$ cat src/hw/rtl/assert_macros.svh
// Assertion macros shared by the RTL of the neighbor advertisement parser.
// Needs a clock named clk and an active-low reset named rst_n in scope.
`ifndef ASSERT_MACROS_SVH
`define ASSERT_MACROS_SVH

// check an expression at every clock edge outside reset
`define ASSERT_ALWAYS(label, expr, msg) \
    label: assert property (@(posedge clk) disable iff (!rst_n) (expr)) else $error(msg);

// check that an antecedent implies a consequent in the same cycle
`define ASSERT_IMPLY(label, ante, cons, msg) \
    label: assert property (@(posedge clk) disable iff (!rst_n) (ante) |-> (cons)) \
        else $error(msg);

`endif

$ cat src/hw/rtl/nalap_pkg.sv
// Package for the neighbor advertisement link-layer address parser.
// Holds result codes, register indexes and fixed field widths; no dependencies.
package nalap_pkg;

    localparam int HDR_BYTES   = 24;
    localparam int NA_TYPE     = 136;
    localparam int OPT_TLLA    = 2;
    localparam int LINK_ADDR_W = 48;
    localparam int ADDR_LEN_W  = 11;
    localparam int S_TDATA_W   = 8;
    localparam int M_TDATA_W   = 64;
    localparam int CFG_IDX_W   = 8;
    localparam int CFG_DATA_W  = 64;

    localparam logic [CFG_IDX_W-1:0] REG_TARGET_HIGH = 8'd0;
    localparam logic [CFG_IDX_W-1:0] REG_TARGET_LOW  = 8'd1;

    typedef enum logic [1:0] {
        STATUS_FOUND      = 2'd0,
        STATUS_BAD_HEADER = 2'd1,
        STATUS_NO_OPTION  = 2'd2
    } status_t;

endpackage

$ cat src/hw/rtl/neighbor_advert_link_addr_parser.sv
// A byte is registered in the input register on acceptance and its result, if the byte ends
// the packet, is then registered in the result register once that register is empty or being read.
// Throughput: one byte per cycle, except while a packet's last byte waits on a full result register;
// the per-byte header check and option walk fit in one stage between the input register and the
// result register. Reset: asynchronous, active low; clears the walk state, the target address and both valids.
// Depends on nalap_pkg and assert_macros.svh.
`include "assert_macros.svh"

module neighbor_advert_link_addr_parser
    import nalap_pkg::*;
#(
    parameter int MAX_PACKET_BYTES = 2048,
    parameter int ADDR_BYTES       = 6
) (
    input  logic                  clk,
    input  logic                  rst_n,
    // config write channel
    input  logic                  cfg_valid,
    output logic                  cfg_ready,
    input  logic [CFG_IDX_W-1:0]  cfg_index,
    input  logic [CFG_DATA_W-1:0] cfg_data,
    // input stream
    input  logic                  s_tvalid,
    output logic                  s_tready,
    input  logic [S_TDATA_W-1:0]  s_tdata,   // [7:0] data_byte
    input  logic                  s_tlast,   // end_of_packet
    // result stream
    output logic                  m_tvalid,
    input  logic                  m_tready,
    output logic [M_TDATA_W-1:0]  m_tdata,   // [47:0] link_addr, [58:48] addr_len, rest zero
    output logic [1:0]            m_tuser    // [1:0] status
);

    localparam int OFF_W  = $clog2(MAX_PACKET_BYTES + 1);
    localparam int SUM_W  = ((OFF_W > 11) ? OFF_W : 11) + 1;
    localparam int KW     = $clog2(ADDR_BYTES);
    localparam int CAP_W  = ADDR_BYTES * 8;

    // configuration
    logic [63:0] target_high_reg, target_high_next;
    logic [63:0] target_low_reg, target_low_next;

    // input stage
    logic                 s1_valid_reg, s1_valid_next;
    logic [7:0]           s1_data_reg;
    logic                 s1_last_reg;
    logic                 s1_adv;

    // walk state
    logic [OFF_W-1:0]     byte_offset_reg, byte_offset_next;
    logic                 header_match_reg, header_match_next;
    logic [OFF_W-1:0]     next_opt_reg, next_opt_next;
    logic                 walk_stopped_reg, walk_stopped_next;
    logic                 option_found_reg, option_found_next;
    logic [OFF_W-1:0]     opt_end_reg, opt_end_next;
    logic [ADDR_BYTES-1:0][7:0] captured_reg, captured_next;
    logic [7:0]           opt_type_reg, opt_type_next;

    // result stage
    logic                 out_valid_reg, out_valid_next;
    logic [M_TDATA_W-1:0] out_data_reg;
    logic [1:0]           out_user_reg;
    logic [M_TDATA_W-1:0] res_data;
    status_t              res_status;

    // per-byte working values
    logic [OFF_W-1:0]     u_offset;
    logic                 u_match;
    logic [OFF_W-1:0]     u_next_opt;
    logic                 u_stopped;
    logic                 u_found;
    logic [OFF_W-1:0]     u_end;
    logic [ADDR_BYTES-1:0][7:0] u_captured;
    logic [7:0]           u_type;

    logic [15:0][7:0]     tgt_bytes;
    logic [3:0]           tgt_idx;
    logic [SUM_W-1:0]     o_ext;
    logic [SUM_W-1:0]     first_ext;
    logic [SUM_W-1:0]     k_ext;
    logic [SUM_W-1:0]     len_ext;
    logic [SUM_W-1:0]     end_ext;
    logic [SUM_W-1:0]     alen_ext;
    logic [KW-1:0]        slot;
    logic [CAP_W-1:0]     cap_flat;

    assign cfg_ready = 1'b1;
    assign s_tready  = !s1_valid_reg || s1_adv;
    assign s1_adv    = s1_valid_reg && (!s1_last_reg || !out_valid_reg || m_tready);
    assign m_tvalid  = out_valid_reg;
    assign m_tdata   = out_data_reg;
    assign m_tuser   = out_user_reg;

    assign tgt_bytes = {target_high_reg, target_low_reg};
    assign tgt_idx   = 4'd15 - {byte_offset_reg[4], byte_offset_reg[2:0]};
    assign o_ext     = SUM_W'(byte_offset_reg);
    assign first_ext = SUM_W'(next_opt_reg) + SUM_W'(2);
    assign k_ext     = o_ext - first_ext;
    assign slot      = KW'(ADDR_BYTES - 1) - k_ext[KW-1:0];
    assign len_ext   = SUM_W'({s1_data_reg, 3'b000});
    assign end_ext   = SUM_W'(next_opt_reg) + len_ext;

    always_comb
    begin
        target_high_next = target_high_reg;
        target_low_next  = target_low_reg;
        if (cfg_valid && cfg_ready)
        begin
            if (cfg_index == REG_TARGET_HIGH)
            begin
                target_high_next = cfg_data;
            end
            else if (cfg_index == REG_TARGET_LOW)
            begin
                target_low_next = cfg_data;
            end
        end
    end

    // process the registered byte
    always_comb
    begin
        u_offset   = byte_offset_reg;
        u_match    = header_match_reg;
        u_next_opt = next_opt_reg;
        u_stopped  = walk_stopped_reg;
        u_found    = option_found_reg;
        u_end      = opt_end_reg;
        u_captured = captured_reg;
        u_type     = opt_type_reg;

        if (byte_offset_reg >= OFF_W'(MAX_PACKET_BYTES))
        begin
            u_match = 1'b0;
        end
        else
        begin
            u_offset = byte_offset_reg + OFF_W'(1);
            if (o_ext == SUM_W'(0) && s1_data_reg != 8'(NA_TYPE))
            begin
                u_match = 1'b0;
            end
            if (o_ext == SUM_W'(1) && s1_data_reg != 8'd0)
            begin
                u_match = 1'b0;
            end
            if (o_ext >= SUM_W'(8) && o_ext < SUM_W'(HDR_BYTES) &&
                tgt_bytes[tgt_idx] != s1_data_reg)
            begin
                u_match = 1'b0;
            end

            if (option_found_reg)
            begin
                if (o_ext >= first_ext && o_ext < SUM_W'(opt_end_reg) &&
                    k_ext < SUM_W'(ADDR_BYTES))
                begin
                    u_captured[slot] = captured_reg[slot] | s1_data_reg;
                end
            end
            else if (!walk_stopped_reg)
            begin
                if (o_ext == SUM_W'(next_opt_reg))
                begin
                    u_type = s1_data_reg;
                end
                else if (o_ext == SUM_W'(next_opt_reg) + SUM_W'(1))
                begin
                    if (len_ext == SUM_W'(0) || end_ext > SUM_W'(MAX_PACKET_BYTES))
                    begin
                        u_stopped = 1'b1;
                    end
                    else if (opt_type_reg == 8'(OPT_TLLA))
                    begin
                        u_found = 1'b1;
                        u_end   = OFF_W'(end_ext);
                    end
                    else
                    begin
                        u_next_opt = OFF_W'(end_ext);
                    end
                end
            end
        end

        cap_flat = u_captured;
        alen_ext = SUM_W'(u_end) - SUM_W'(u_next_opt) - SUM_W'(2);
        res_data = '0;
        if (!u_match || u_offset < OFF_W'(HDR_BYTES))
        begin
            res_status = STATUS_BAD_HEADER;
        end
        else if (u_found && u_end <= u_offset)
        begin
            res_status = STATUS_FOUND;
            res_data   = {5'b0, alen_ext[ADDR_LEN_W-1:0], cap_flat[LINK_ADDR_W-1:0]};
        end
        else
        begin
            res_status = STATUS_NO_OPTION;
        end
    end

    always_comb
    begin
        s1_valid_next     = s1_valid_reg;
        byte_offset_next  = byte_offset_reg;
        header_match_next = header_match_reg;
        next_opt_next     = next_opt_reg;
        walk_stopped_next = walk_stopped_reg;
        option_found_next = option_found_reg;
        opt_end_next      = opt_end_reg;
        captured_next     = captured_reg;
        opt_type_next     = opt_type_reg;
        out_valid_next    = out_valid_reg;

        if (m_tready)
        begin
            out_valid_next = 1'b0;
        end
        if (s1_adv)
        begin
            s1_valid_next = 1'b0;
            if (s1_last_reg)
            begin
                out_valid_next    = 1'b1;
                byte_offset_next  = '0;
                header_match_next = 1'b1;
                next_opt_next     = OFF_W'(HDR_BYTES);
                walk_stopped_next = 1'b0;
                option_found_next = 1'b0;
                opt_end_next      = '0;
                captured_next     = '0;
                opt_type_next     = '0;
            end
            else
            begin
                byte_offset_next  = u_offset;
                header_match_next = u_match;
                next_opt_next     = u_next_opt;
                walk_stopped_next = u_stopped;
                option_found_next = u_found;
                opt_end_next      = u_end;
                captured_next     = u_captured;
                opt_type_next     = u_type;
            end
        end
        if (s_tvalid && s_tready)
        begin
            s1_valid_next = 1'b1;
        end
    end

    always_ff @(posedge clk or negedge rst_n)
    begin
        if (!rst_n)
        begin
            target_high_reg  <= '0;
            target_low_reg   <= '0;
            s1_valid_reg     <= 1'b0;
            byte_offset_reg  <= '0;
            header_match_reg <= 1'b1;
            next_opt_reg     <= OFF_W'(HDR_BYTES);
            walk_stopped_reg <= 1'b0;
            option_found_reg <= 1'b0;
            opt_end_reg      <= '0;
            captured_reg     <= '0;
            opt_type_reg     <= '0;
            out_valid_reg    <= 1'b0;
        end
        else
        begin
            target_high_reg  <= target_high_next;
            target_low_reg   <= target_low_next;
            s1_valid_reg     <= s1_valid_next;
            byte_offset_reg  <= byte_offset_next;
            header_match_reg <= header_match_next;
            next_opt_reg     <= next_opt_next;
            walk_stopped_reg <= walk_stopped_next;
            option_found_reg <= option_found_next;
            opt_end_reg      <= opt_end_next;
            captured_reg     <= captured_next;
            opt_type_reg     <= opt_type_next;
            out_valid_reg    <= out_valid_next;
        end
    end

    // hold payloads
    always_ff @(posedge clk)
    begin
        if (s_tvalid && s_tready)
        begin
            s1_data_reg <= s_tdata;
            s1_last_reg <= s_tlast;
        end
        if (s1_adv && s1_last_reg)
        begin
            out_data_reg <= res_data;
            out_user_reg <= res_status;
        end
    end

    `ASSERT_ALWAYS(a_offset_range, byte_offset_reg <= OFF_W'(MAX_PACKET_BYTES), "offset range")
    `ASSERT_ALWAYS(a_found_xor_stop, !(option_found_reg && walk_stopped_reg), "found and stopped")
    `ASSERT_IMPLY(a_miss_zero, m_tvalid && m_tuser != STATUS_FOUND, m_tdata == '0, "miss payload")
    `ASSERT_IMPLY(a_result_src, $rose(out_valid_reg), $past(s1_adv && s1_last_reg), "no last")

endmodule
$ cat config.mk
export PLATFORM = sky130hd
export DESIGN_NAME = neighbor_advert_link_addr_parser
export DESIGN_NICKNAME = d
export VERILOG_FILES = /design/src/hw/rtl/nalap_pkg.sv /design/src/hw/rtl/neighbor_advert_link_addr_parser.sv
export VERILOG_INCLUDE_DIRS = /design/src /design/src/hw/rtl
export SDC_FILE = /design/constraint.sdc
export NUM_CORES = 1
export LEC_CHECK = 0
export BUFFER_PORTS_ARGS = -buffer_cell sky130_fd_sc_hd__buf_2
export CAP_MARGIN = 20
export CELL_PAD_IN_SITES_DETAIL_PLACEMENT = 1
export CELL_PAD_IN_SITES_GLOBAL_PLACEMENT = 2
export CORE_MARGIN = 3
export CORE_UTILIZATION = 38
export CTS_BUF_LIST = sky130_fd_sc_hd__clkbuf_4 sky130_fd_sc_hd__clkbuf_8
export DETAILED_ROUTE_END_ITERATION = 10
export PLACE_DENSITY_LB_ADDON = 0.1
export SYNTH_ARGS = -nofsm -noshare
export SYNTH_HDL_FRONTEND = slang
export SYNTH_SLANG_ARGS = --single-unit
$ cat constraint.sdc
create_clock -name clk -period 5 [get_ports clk]
set_input_delay 1 -clock clk [delete_from_list [all_inputs] [get_ports clk]]
set_output_delay 1 -clock clk [all_outputs]
set_load 0.01 [all_outputs]
# Word level (Yosys, flattened, before mapping)

Cells that the tools add are included.

Bits in registers: 300
Bits of input ports: 86
Output and inout bits: 69
Word-level logic and storage cells: 147

Add/subtract/negate cells: 9
$lt $le $gt $ge: 12
Equality and inequality tests: 10
Muxes and demuxes: 60
Bitwise logic cells: 3
Reductions and logical operators: 31

Operator list:

| cell                                                 | number |
|---|---|
| two-way mux 12 bit                                   | 18 |
| two-way mux 48 bit                                   | 4 |
| two-way mux 8 bit                                    | 8 |
| bitwise mux 48 bit                                   | 1 |
| binary-select mux 8 bit (select 4 bit)               | 1 |
| zero test 13 bit                                     | 2 |
| two-way mux 1 bit                                    | 25 |
| binary-select mux 8 bit (select 3 bit)               | 1 |
| demux 8 bit (select 3 bit)                           | 1 |
| < comparator 12 x 5 -> 1 bit, second input constant  | 2 |
| adder 12 x 1 -> 13 bit, second input constant        | 1 |
| adder 12 x 11 -> 13 bit                              | 1 |
| adder 12 x 2 -> 13 bit, second input constant        | 1 |
| equality test 12 x 13 -> 1 bit                       | 1 |
| >= comparator 12 x 13 -> 1 bit                       | 1 |
| > comparator 13 x 12 -> 1 bit, second input constant | 1 |
| < comparator 13 x 3 -> 1 bit, second input constant  | 1 |
| subtractor 12 x 13 -> 13 bit                         | 1 |
| adder 12 x 1 -> 12 bit, second input constant        | 1 |
| equality test 12 x 1 -> 1 bit, second input constant | 1 |
| equality test 12 bit                                 | 1 |
| >= comparator 12 bit, second input constant          | 1 |
| >= comparator 12 x 4 -> 1 bit, second input constant | 1 |
| <= comparator 12 bit                                 | 1 |
| other kinds (26)                                     | 48 |

# Depth between registers and ports, before layout

Word-level depth: 13
Gate-level depth with buffers: 23
Mapped depth without buffers: 20

# Worst setup path before layout

OpenSTA, ideal clock, no wires.

Path kind: register -> register
Start: register s1_data_reg[0]
End: register out_data_reg[40] (netlist: m_tdata[40]), data pin
Setup time: 0.140 ns
Arrival: 5.264 ns
Data required time: 4.860 ns
Path slack: -0.404 ns
Cell stages (with the launch flop): 22
Path buffers: 3
Period minus slack after synthesis: 5.404 ns
Cell sequence: edfxtp_1 ha_1 fa_1 a211o_1 and2_1 o311ai_0 nor4_1 o211ai_1 clkbuf_1 mux2i_1 inv_1 ha_1 a21o_1 a21o_1 a21o_1 a21oi_1 o21ai_0 a221oi_1 o221ai_1 buf_2 buf_1 nor2_1

Word-level cells in the longest chain between the ends: 13
Elaborated cells between the ends (all ways): 38
Those cells by class: add/sub (1); order compare (2); eq/ne (2); mux (21); bitwise (2); reduce/logical (10)

Ends and longest elaborated chain:

| element                       | line                                    | text |
|---|---|---|
| start: declaration            | neighbor_advert_link_addr_parser.sv:45  | `logic [7:0] s1_data_reg;` |
| start signal: assignment      | neighbor_advert_link_addr_parser.sv:293 | `s1_data_reg <= s_tdata;` |
| adder 12 x 11 -> 13 bit       | neighbor_advert_link_addr_parser.sv:101 | `assign end_ext = SUM_W'(next_opt_reg) + len_ext;` |
| > comparator 13 x 12 -> 1 bit | neighbor_advert_link_addr_parser.sv:169 | `if (len_ext == SUM_W'(0) \|\| end_ext > SUM_W'(MAX_PACKET_BYTES))` |
| logical OR 1 bit              | neighbor_advert_link_addr_parser.sv:169 |  |
| two-way mux 12 bit            | neighbor_advert_link_addr_parser.sv:169 |  |
| two-way mux 12 bit            | neighbor_advert_link_addr_parser.sv:167 | `else if (o_ext == SUM_W'(next_opt_reg) + SUM_W'(1))` |
| two-way mux 12 bit            | neighbor_advert_link_addr_parser.sv:163 | `if (o_ext == SUM_W'(next_opt_reg))` |
| two-way mux 12 bit            | neighbor_advert_link_addr_parser.sv:161 | `else if (!walk_stopped_reg)` |
| two-way mux 12 bit            | neighbor_advert_link_addr_parser.sv:153 | `if (option_found_reg)` |
| two-way mux 12 bit            | neighbor_advert_link_addr_parser.sv:132 | `if (byte_offset_reg >= OFF_W'(MAX_PACKET_BYTES))` |
| <= comparator 12 bit          | neighbor_advert_link_addr_parser.sv:193 | `else if (u_found && u_end <= u_offset)` |
| logical AND 1 bit             | neighbor_advert_link_addr_parser.sv:193 |  |
| inverter 1 bit (no line)      | -                                       |  |
| OR reduction 2 bit (no line)  | -                                       |  |
| end signal: assignment        | neighbor_advert_link_addr_parser.sv:298 | `out_data_reg <= res_data;` |
| end: declaration              | neighbor_advert_link_addr_parser.sv:61  | `logic [M_TDATA_W-1:0] out_data_reg;` |

Several ways; a longest one is shown, not always the timed one.
A chain may end at the register's enable or synchronous reset.

# Worst setup path after layout

Start: register s1_data_reg[0]
End: register out_data_reg[18] (netlist: m_tdata[18]), data pin

Word-level cells in the longest chain between the ends: 13
Elaborated cells between the ends (all ways): 33
Those cells by class: add/sub (1); order compare (2); eq/ne (2); mux (17); bitwise (1); reduce/logical (10)

Ends and longest elaborated chain:

| element                        | line |
|---|---|
| adder 12 x 11 -> 13 bit        | neighbor_advert_link_addr_parser.sv:101 |
| > comparator 13 x 12 -> 1 bit  | neighbor_advert_link_addr_parser.sv:169 |
| logical OR 1 bit               | neighbor_advert_link_addr_parser.sv:169 |
| two-way mux 12 bit             | neighbor_advert_link_addr_parser.sv:169 |
| two-way mux 12 bit             | neighbor_advert_link_addr_parser.sv:167 |
| two-way mux 12 bit             | neighbor_advert_link_addr_parser.sv:163 |
| two-way mux 12 bit             | neighbor_advert_link_addr_parser.sv:161 |
| two-way mux 12 bit             | neighbor_advert_link_addr_parser.sv:153 |
| two-way mux 12 bit             | neighbor_advert_link_addr_parser.sv:132 |
| <= comparator 12 bit           | neighbor_advert_link_addr_parser.sv:193 |
| logical AND 1 bit              | neighbor_advert_link_addr_parser.sv:193 |
| inverter 1 bit (no line)       | - |
| OR reduction 2 bit (no line) * | - |

Every way passes the cells marked *; elsewhere a longest branch is shown, timed or not.

==> reports/qor.csv <==
metric,value,unit
outcome,"finished, final reports clean",
p_total,6.04,mW
ctsHoldBuffers,0,
grt_pass1_vias,13100,
dieArea,45800,um2
ys_warn_count,0,
met2_usage,35.7,%
synthArstFlopShare,76.0,%
drc,0,
via_per_inst,5.35,
grt_max_degree,101,
postRouteAntennaNets,0,
path_class,flip-flop to flip-flop,
worstSetupEndpoint,m_tdata[18]$_SDFFCE_PP0P_,
worst-r2r-cell-count,22,
cts.htree.levels,2,
yosysUniqueCellTypes,76,
die_x,214,um
die_y,214,um
netlist_top_cells_area,"dfrtp_1, edfxtp_1, mux2_2",
dr.pass1.iters,5,
p_leak,9.27,nW
synth-seq-cells,292,
grtUsageTotal,22.1,%
synth_ff_type,dfrtp_1,
r2r_slack,0.07,ns
numPortBuffers,148,
num_rows,75,
timing.final.crit_share,98.5,%
peakVddDrop,0.223,mV
worstSetupStartpoint,s1_data_reg[0]$_DFFE_PP_,
wire_per_inst,22.5,um
setup_violations,0,
cts_sinks,292,
slew_headroom,38.2,%
cts_tree,built,
cap_viol_max_count,0,
critPathMaxFanout,26,
rr_endpoint,m_tdata[18]$_SDFFCE_PP0P_,
cellPowerDensity,297,nW/um2
dr.first_iter.drc_count,563,
synth.avg_cell_area,11.5,um2
seq_area_frac_synth,46.6,%
drive_gt1_share,37.7,%
place_hpwl,36.2,mm
routed_wl,51.7,mm
synth_top_area_share,33.3,%
gp_congestion,0.855,
grt_busiest_layer,met2,
syn_area,16500,um2
worst_setup_path_start_kind,flip-flop,
clkTransAtPathRegs,0.06,ns
worst_ep_arrival_time,5.43,ns
core,42300,um2
fin_crit,4.93,ns
antenna_found_initial,15,
start_util,38.9,%
end_kind,flip-flop,
yosys.area.top_type,dfrtp_1,
reg2reg_from,s1_data_reg[0]$_DFFE_PP_,
maxSlewViolCount,0,
hold_path_class,input port to asynchronous set/reset pin,
clk_latency,0.66,ns
io_pins,155,
worst_pin_slew,0.914,ns
clock-root-buffer,clkbuf_8,
vias,12300,
cts_made_buffers,54,
holdWs,0.392,ns
grt_pass1_wl,79.0,mm
crit_required,5.50,ns
nets,1826,
finalHoldViolations,0,
rsz0062_at_grt,yes,
synthCells,1429,
clock-skew-final,0.0387,ns
area_growth,23.8,%
timing.fmax,203,MHz
synth-edff-count,70,
met1_usage,29.6,%
grt_overflow,0,
clock_path_buffers,3,
use_met3,5.74,%
layout by cell type, fill, tap and decap left out, drive strengths merged, types with 48 or more instances in the layout:
cell	count
dfrtp	219
buf	267
edfxtp	70
ha	66
mux2i	92
mux2	128
clkbuf	85
nand2	141
inv	64
nor2	100
mux4	48
metrics by stage:
step           setup WS (ns)  setup TNS (ns)  utilization (%)  cells  instance area (um2)
2_1_floorplan        0.00661               0                -   1438                16500
3_3_place_gp          0.0619               0             43.8   2172                18500
3_5_place_dp          -0.186           -3.85             43.8   2172                18500
4_1_cts              0.00695               0             47.0   2276                19900
5_1_grt               -0.174           -6.48             48.1   2295                20400
6_report              0.0733               0             48.1   2298                20400
cell usage after synthesis, types with 4 or more instances:
cell type,count
mux2_2,128
or3b_2,25
a21oi_1,21
o221ai_1,4
xnor2_1,17
a2111oi_4,4
nor3_1,18
o211ai_1,5
nor3b_1,10
dfrtp_1,219
nand4_1,11
a221oi_1,4
and3_1,6
and2_1,19
o22ai_1,9
a211o_1,7
nor2_2,8
nor2_1,92
ha_1,66
buf_2,10
nor4_1,7
a22o_1,15
a21o_1,11
buf_6,5
o21a_1,6
nand3_1,42
buf_1,5
edfxtp_1,70
o21ai_0,38
nand2_1,141
nor2b_1,36
nand2b_1,7
mux2i_1,92
mux4_2,45
buf_4,6
clkbuf_1,64
or4_1,4
o2111ai_1,7
xor2_1,18
inv_1,62
metal layers:
metal  share of wire (%)  routed length [um]
met1                  44               23000
met2                  47               24100
met3                 5.5                2830
met4                 3.1                1620
met5                0.26                 136
worst max-delay path, cell delays in order, from the launching register on:
cell and delay [ns]:
edfxtp_1 0.43, ha_4 0.19, fa_2 0.35, a211o_1 0.32, and2_4 0.17, buf_4 0.14, o221ai_2 0.19, nor4_4 0.09
o211ai_1 0.21, buf_6 0.20, mux2i_4 0.27, inv_1 0.06, ha_1 0.30, a21o_1 0.19, a21o_1 0.16, a21o_1 0.15
a21oi_1 0.11, o21ai_1 0.10, a221oi_2 0.25, buf_4 0.18, o221ai_4 0.26, buf_12 0.27, nor2_1 0.14
power breakdown:
group / internal, mW / switching, mW / total (mW)
Sequential: 2.52 / 0.0432 / 2.56
Combinational: 0.287 / 0.433 / 0.721
Clock: 1.65 / 1.11 / 2.76
Total: 4.46 / 1.58 / 6.04
worst min path at each step:
stage,from,end,slack (ns),cells after the start
finish,rst_n,captured_reg[39]$_DFFE_PN0P_,0.39,1
detailed placement,header_match_reg$_DFFE_PN1P_,header_match_reg$_DFFE_PN1P_,0.49,2
CTS,rst_n,captured_reg[39]$_DFFE_PN0P_,0.40,1
global placement,header_match_reg$_DFFE_PN1P_,header_match_reg$_DFFE_PN1P_,0.47,2
global route,rst_n,captured_reg[7]$_DFFE_PN0P_,0.43,1
floorplan,header_match_reg$_DFFE_PN1P_,header_match_reg$_DFFE_PN1P_,0.46,2
cell families after synthesis:
| kind of cell | share of synthesized area (%) |
|---|---|
| AOI/OAI and AO/OA | 7.71 |
| xor gates and xnor gates | 1.86 |
| adders and majority gates | 5.26 |
| buffers and inverters | 3.91 |
| DFF | 46.6 |
| muxes | 21.0 |
| other | 0.0457 |
| and+or+nand+nor | 13.6 |
what timing repair did:
item	4_1_cts	5_1_grt
endpoints found under the setup margin	58	58
buffers inserted	3	16
gates cloned	0	3
gates resized for setup	11	59
pin swaps	7	18
final cells by class:
class | count | area (um2)
antenna | 4 | 10.0
clock buffer | 84 | 1040
clock inverter | 17 | 256
fill | 4530 | 22000
inverter | 62 | 233
multi-input combinational | 994 | 8580
sequential | 292 | 7670
tap | 577 | 722
timing repair buffer | 268 | 1850
Note: power is estimated with default switching activity, not from simulation.
